--- config.mk ---
export PLATFORM = sky130hd
export DESIGN_NAME = tfn_root_step
export DESIGN_NICKNAME = d
export VERILOG_FILES = /design/src/tfn_pkg.sv /design/src/tfn_root_step.sv
export SDC_FILE = /design/constraint.sdc
export NUM_CORES = 2
export LEC_CHECK = 0
export BUFFER_PORTS_ARGS = -buffer_cell sky130_fd_sc_hd__buf_4
export CELL_PAD_IN_SITES_DETAIL_PLACEMENT = 0
export CELL_PAD_IN_SITES_GLOBAL_PLACEMENT = 1
export CORE_AREA = 10 10 567 569
export DETAILED_ROUTE_END_ITERATION = 7
export DIE_AREA = 0 0 577 579
export PLACE_DENSITY = 0.53
export SETUP_SLACK_MARGIN = 0.05
export SLEW_MARGIN = 10
export SYNTH_ARGS = -nofsm -noshare
export SYNTH_HDL_FRONTEND = slang
export SYNTH_SLANG_ARGS = --single-unit
--- constraint.sdc ---
create_clock -name i_clk -period 7.6 [get_ports i_clk]
set_input_delay 1.52 -clock i_clk [delete_from_list [all_inputs] [get_ports i_clk]]
set_output_delay 1.52 -clock i_clk [all_outputs]
set_load 0.02 [all_outputs]
--- src/tfn_pkg.sv ---
// Package: widths, payload types and control struct for the triangle face normal unit
`default_nettype none
package tfn_pkg;

    localparam int COORD_WIDTH      = 16;
    localparam int NORMAL_FRAC_BITS = 14;
    localparam int NORMAL_WIDTH     = NORMAL_FRAC_BITS + 2;

    localparam int DIFF_W  = COORD_WIDTH + 1;
    localparam int PROD_W  = 2 * DIFF_W;
    localparam int CROSS_W = PROD_W + 1;
    localparam int MAG_W   = 2 * COORD_WIDTH + 1;
    localparam int HALF_W  = (MAG_W + 1) / 2;
    localparam int HI_W    = MAG_W - HALF_W;
    localparam int SQ_W    = 2 * MAG_W;
    localparam int SUM_W   = SQ_W + 2;
    localparam int Q_W     = NORMAL_FRAC_BITS + 2;
    localparam int T_W     = SQ_W + 2 * NORMAL_FRAC_BITS + 2;
    localparam int ROOT_W  = ((T_W > SUM_W + 2 * Q_W) ? T_W : (SUM_W + 2 * Q_W)) + 1;

    typedef struct packed {
        logic signed [COORD_WIDTH-1:0] ax;
        logic signed [COORD_WIDTH-1:0] ay;
        logic signed [COORD_WIDTH-1:0] az;
        logic signed [COORD_WIDTH-1:0] bx;
        logic signed [COORD_WIDTH-1:0] by;
        logic signed [COORD_WIDTH-1:0] bz;
        logic signed [COORD_WIDTH-1:0] cx;
        logic signed [COORD_WIDTH-1:0] cy;
        logic signed [COORD_WIDTH-1:0] cz;
        logic                          last_triangle;
    } t_tri_in;

    typedef struct packed {
        logic signed [NORMAL_WIDTH-1:0] normal_x;
        logic signed [NORMAL_WIDTH-1:0] normal_y;
        logic signed [NORMAL_WIDTH-1:0] normal_z;
        logic                           degenerate;
        logic                           last_normal;
    } t_normal_out;

    typedef struct packed {
        logic       valid;
        logic       last;
        logic [2:0] neg;
        logic       degen;
    } t_ctl;

endpackage
`default_nettype wire

--- src/tfn_root_step.sv ---
// One bit of the restoring root search q = floor(sqrt(T / s)) for all three lanes
`default_nettype none
module tfn_root_step
    import tfn_pkg::*;
#(
    parameter int J = 0
) (
    input  wire                     i_clk,
    input  wire                     i_rst_n,
    input  wire                     i_adv,
    input  t_ctl                    i_ctl,
    input  wire [SUM_W-1:0]         i_sum,
    input  wire [2:0][ROOT_W-1:0]   i_rem,
    input  wire [2:0][ROOT_W-1:0]   i_prod,
    input  wire [2:0][Q_W-1:0]      i_q,
    output t_ctl                    o_ctl,
    output logic [SUM_W-1:0]        o_sum,
    output logic [2:0][ROOT_W-1:0]  o_rem,
    output logic [2:0][ROOT_W-1:0]  o_prod,
    output logic [2:0][Q_W-1:0]     o_q
);

    t_ctl                   r_ctl;
    logic [SUM_W-1:0]       r_sum;
    logic [2:0][ROOT_W-1:0] r_rem, r_prod;
    logic [2:0][Q_W-1:0]    r_q;

    logic [ROOT_W-1:0]      s_ext;
    logic [ROOT_W-1:0]      sub [3];
    logic [2:0][ROOT_W-1:0] n_rem, n_prod;
    logic [2:0][Q_W-1:0]    n_q;

    always_comb begin
        s_ext = ROOT_W'(i_sum);
        for (int i = 0; i < 3; i++) begin
            sub[i] = (i_prod[i] << (J + 1)) + (s_ext << (2 * J));
            if (i_rem[i] >= sub[i]) begin
                n_rem[i]  = i_rem[i] - sub[i];
                n_prod[i] = i_prod[i] + (s_ext << J);
                n_q[i]    = i_q[i] | (Q_W'(1) << J);
            end else begin
                n_rem[i]  = i_rem[i];
                n_prod[i] = i_prod[i];
                n_q[i]    = i_q[i];
            end
        end
    end

    always_ff @(posedge i_clk) begin
        if (!i_rst_n) begin
            r_ctl.valid <= 1'b0;
        end else if (i_adv) begin
            r_ctl.valid <= i_ctl.valid;
        end
    end

    always_ff @(posedge i_clk) begin
        if (i_adv) begin
            r_ctl.last  <= i_ctl.last;
            r_ctl.neg   <= i_ctl.neg;
            r_ctl.degen <= i_ctl.degen;
            r_sum       <= i_sum;
            r_rem       <= n_rem;
            r_prod      <= n_prod;
            r_q         <= n_q;
        end
    end

    assign o_ctl  = r_ctl;
    assign o_sum  = r_sum;
    assign o_rem  = r_rem;
    assign o_prod = r_prod;
    assign o_q    = r_q;

endmodule
`default_nettype wire

==> metrics.md <==
| Metric | Value |
|---|---|
| Row count | 205 |
| Setup crit start kind | input pin |
| Switching Share | 0.4202 |
| Simple-gate share of the synthesized area | 0.1767 |
| Clock Skews | 0 ns |
| Syn Nets | 10,230 |
| Post-Place Cells | 16,290 |
| Port bufs | 1,458 |
| R2r setup slk | 7.00 ns |
| Max VDD drop | 0.0001939 V |
| Clock-pin slew on the worst setup and hold paths | 0.06 ns |
| Storage cell area | 21,850 um2 |
| Switch Pwr | 10.04 mW |
| HPWL after detailed placement | 424.2 mm |
| R2R cell count | 2 |
| CTS tree | built |
| Slew at the pin with the worst max-slew slack | 1.013 ns |
| Critical Path Fanout Max | 31 |
| Initial antenna violation count | 116 |
| Largest net degree at the start of global routing | 117 |
| Post-Synth XOR/XNOR Area | 0.1033 |
| Compound-Gate Fraction of Synth Area | 0.2546 |
| Min Tclk post-route | 7.360 ns |
| Final setup fails | 0 |
| Fill count | 32,680 |
| Multi-input logic area | 49,590 um2 |
| Met2 WL | 230.4 mm |
| Vias in the first global route | 83,800 |
| Cell Area, Synth | 73,060 um2 |
| Delay-heaviest family, CP | compound AO/OA/AOI/OAI gates |
| Internal | 13.85 mW |
| Buffers and inverters on the worst path | 6 |
| Clk sinks | 728 |
| Sequential share of power | 0.237 |
| Hold Path Stages | 2 |
| DRT iter0 DRCs | 6,993 |
| DIE HEIGHT | 579 um |
| Post-route met1 wirelength | 206.2 mm |
| Adder-cell share of the synthesized area | 0.1237 |
| Critical Path AT | 7.96 ns |
| CTS Hold Bufs | 0 |
| P_leak | 49.69 nW |
| Share of synthesized registers carrying an async set or reset | 0 |
| Highest routed layer | met5 |
| Slowest library cell on the worst path | or4_1 |
| GRT Total Usage | 0.2764 |
| Proportion of layout cells with a drive suffix above 1 | 0.3406 |
| Tcrit/Tclk final | 0.9685 |
| Core area | 310,400 um2 |
| Comb power frac | 0.550 |
| Combinational family with the most area after synthesis | compound AO/OA/AOI/OAI gates |
| Clock Tree Buf Depth | 4 |
| Antenna-violating nets left | 0 |
| Die width | 577 um |
| Slew HR | 0.3172 |
| Final wirelength | 488.6 mm |
| IO Pins | 1,459 |
| Slew Viols, Final | 0 |
| Min-Delay Path Class | reg -> reg |
| Avg Inst Size Synth | 8.320 um2 |
| Seq cells post-synth | 728 |
| Total Power | 23.88 mW |
| Global route total overflow | 0 |
| RSZ-0062 raised after global routing | no |
| Final hold vios | 0 |
| Main synth FF type | edfxtp_1 |
| Syn. warnings | 0 |
| First-pass GRT wire length | 662.1 mm |
| Die area | 334,100 um2 |
| Worst R2R End | o_ctl[5]$_SDFFE_PN0P_ |
| Finished Cell Area | 110,300 um2 |
| DR vias | 84,070 |
| Via density | 5.084 |
| Post-synthesis mux area share | 0.008444 |
| # DRC | 0 |
| F_max | 135.9 MHz |
| CP required | 8.20 ns |
| CP endpoint kind | flip-flop |
| Largest stage delay, worst path | 0.55 ns |
| Clk Tree Root Cell | clkbuf_16 |
| Pwr Density | 216.6 nW/um2 |
| Nets | 13,720 |
| Avg WL per Cell | 29.55 um |
| Num CTS Buffers | 106 |
| Post-synth EDFFs | 727 |
| Status | complete, no violations |
| Setup CP Type | in -> reg |
| Initial Util | 0.2354 |
| DR pass1 iterations | 6 |
| Hold path start | o_ctl[5]$_SDFFE_PN0P_ |
| Worst-skew pair later-pin latency | 0.85 ns |
| H-tree levels | 3 |
| Metal3 WL | 26.39 mm |
| Sequential area share after synthesis | 0.2991 |
| DP Area | 105,800 um2 |
| Worst Hold Path EP | o_ctl[5]$_SDFFE_PN0P_ |
| Post-synth cell types | 86 |
| Syn Inst Count | 8,781 |
| GPL Wtd Cong | 0.9736 |
| Fin cells | 16,540 |
| Clk pwr share | 0.213 |
| Area Overhead vs Synth | 50.97% |
| Max-cap violation count | 0 |
| FF-to-FF Start | o_ctl[5]$_SDFFE_PN0P_ |
-- registers in the layout (all words and copies together), names as in the netlist --
register / count
o_sum: 68
o_rem: 303
o_q: 48
o_prod: 303
o_ctl: 6
-- metrics by stage --
step / hold slack (ns) / utilization / setup WS [ns] / TNS [ns]
after CTS: 0.5308 / 0.3526 / 0.05123 / 0
after global routing: 0.5609 / 0.3552 / 0.03093 / 0
after detailed placement: 0.5174 / 0.3408 / -1.671 / -734.40
final: 0.5296 / 0.3554 / 0.2397 / 0
after global placement: 0.4979 / 0.3408 / -1.538 / -692.23
after floorplan: 0.5893 / - / 0.05365 / 0
-- routing by layer --
metal,vias up,track usage
met5,-,0
li1,39710,-
met2,3023,0.4698
met4,24,0.1250
met1,40720,0.3446
met3,598,0.04234
-- power groups by stage --
| stage | Sequential (mW) | Combinational, mW | Clock [mW] |
|---|---|---|---|
| after floorplan | 6.15 | 5.21 | 0 |
| after global placement | 5.75 | 13.0 | 0 |
| after detailed placement | 5.72 | 12.9 | 0 |
| after CTS | 5.67 | 13.0 | 5.25 |
| after global routing | 5.68 | 14.1 | 5.38 |
| final | 5.66 | 13.1 | 5.09 |
-- worst min-delay path: cells and delay by family, from the launching register on --
family	cells	cell delay [ns]
flops	1	0.31
simple gates	1	0.06
mux	1	0.12
-- synth_stat cells, types with 77 or more instances --
cell type  instances  area share
a21oi_1         1019       0.070
o21bai_1         176       0.018
xor2_1           368       0.044
xnor2_1          494       0.059
nor3_1           151       0.010
o21ai_0          755       0.052
a31oi_1           95      0.0081
o21a_1            77      0.0079
inv_1            221       0.011
and3_1           102      0.0087
a21o_1           471       0.048
clkbuf_1         386       0.020
nand3_1          174       0.012
nand4_1          282       0.024
edfxtp_1         727        0.30
nor2_1           619       0.032
ha_1             708        0.12
nand2_1          976       0.050
nor2b_1           82      0.0070
-- placed cells by master, fill, tap and decap left out, types with 41 or more instances in the layout --
cell          n
buf_4      3747
a21oi_1     996
nand2_1     973
edfxtp_1    727
o21ai_0     712
ha_1        702
nor2_1      618
xnor2_1     488
a21o_1      471
xor2_1      362
nand4_1     282
inv_1       221
o21bai_1    175
nand3_1     170
nor3_1      144
clkbuf_16   108
and3_1      101
a31oi_1      92
nor2b_1      80
o21a_1       76
nand2b_1     75
mux2_2       53
a211oi_1     52
o211ai_1     51
buf_12       48
diode_2      47
and2_1       45
o31ai_1      41
-- layout make-up --
class | instances | area share
Antenna cell | 47 | 0.001066
Inverter | 221 | 0.007521
Tap cell | 4140 | 0.04697
Timing Repair Buffer | 3811 | 0.2661
Clock buffer | 122 | 0.02479
Clock inverter | 65 | 0.005808
Multi-Input combinational cell | 7403 | 0.4496
Sequential cell | 728 | 0.1981
-- worst max path at each step --
stage                                 endpoint  startpoint  cells after the start  slack (ns)
after floorplan            o_rem[87]$_DFFE_PP_   i_sum[28]                     29        0.05
after global placement     o_rem[39]$_DFFE_PP_   i_prod[0]                     31       -1.54
after detailed placement   o_rem[40]$_DFFE_PP_   i_prod[0]                     30       -1.67
after CTS                 o_prod[34]$_DFFE_PP_    i_sum[2]                     36        0.05
after global routing       o_rem[87]$_DFFE_PP_    i_sum[2]                     34        0.03
final                     o_rem[115]$_DFFE_PP_    i_sum[2]                     28        0.24
-- what timing repair did --
item                                    CTS  global route
cloned                                    1             1
buffers inserted                          3            10
resized for setup                        68           136
pin swaps                                11            40
endpoints found under the setup margin  604           603
-- kinds of logic after synthesis --
| family | Yosys count |
|---|---|
| DFF | 728 |
| xor gates and xnor gates | 862 |
| buffers and inverters | 650 |
| and+or+nand+nor | 2734 |
| AOI/OAI and AO/OA | 3035 |
| adders and majority gates | 717 |
| muxes | 55 |
(Power assumes the default switching activity.)
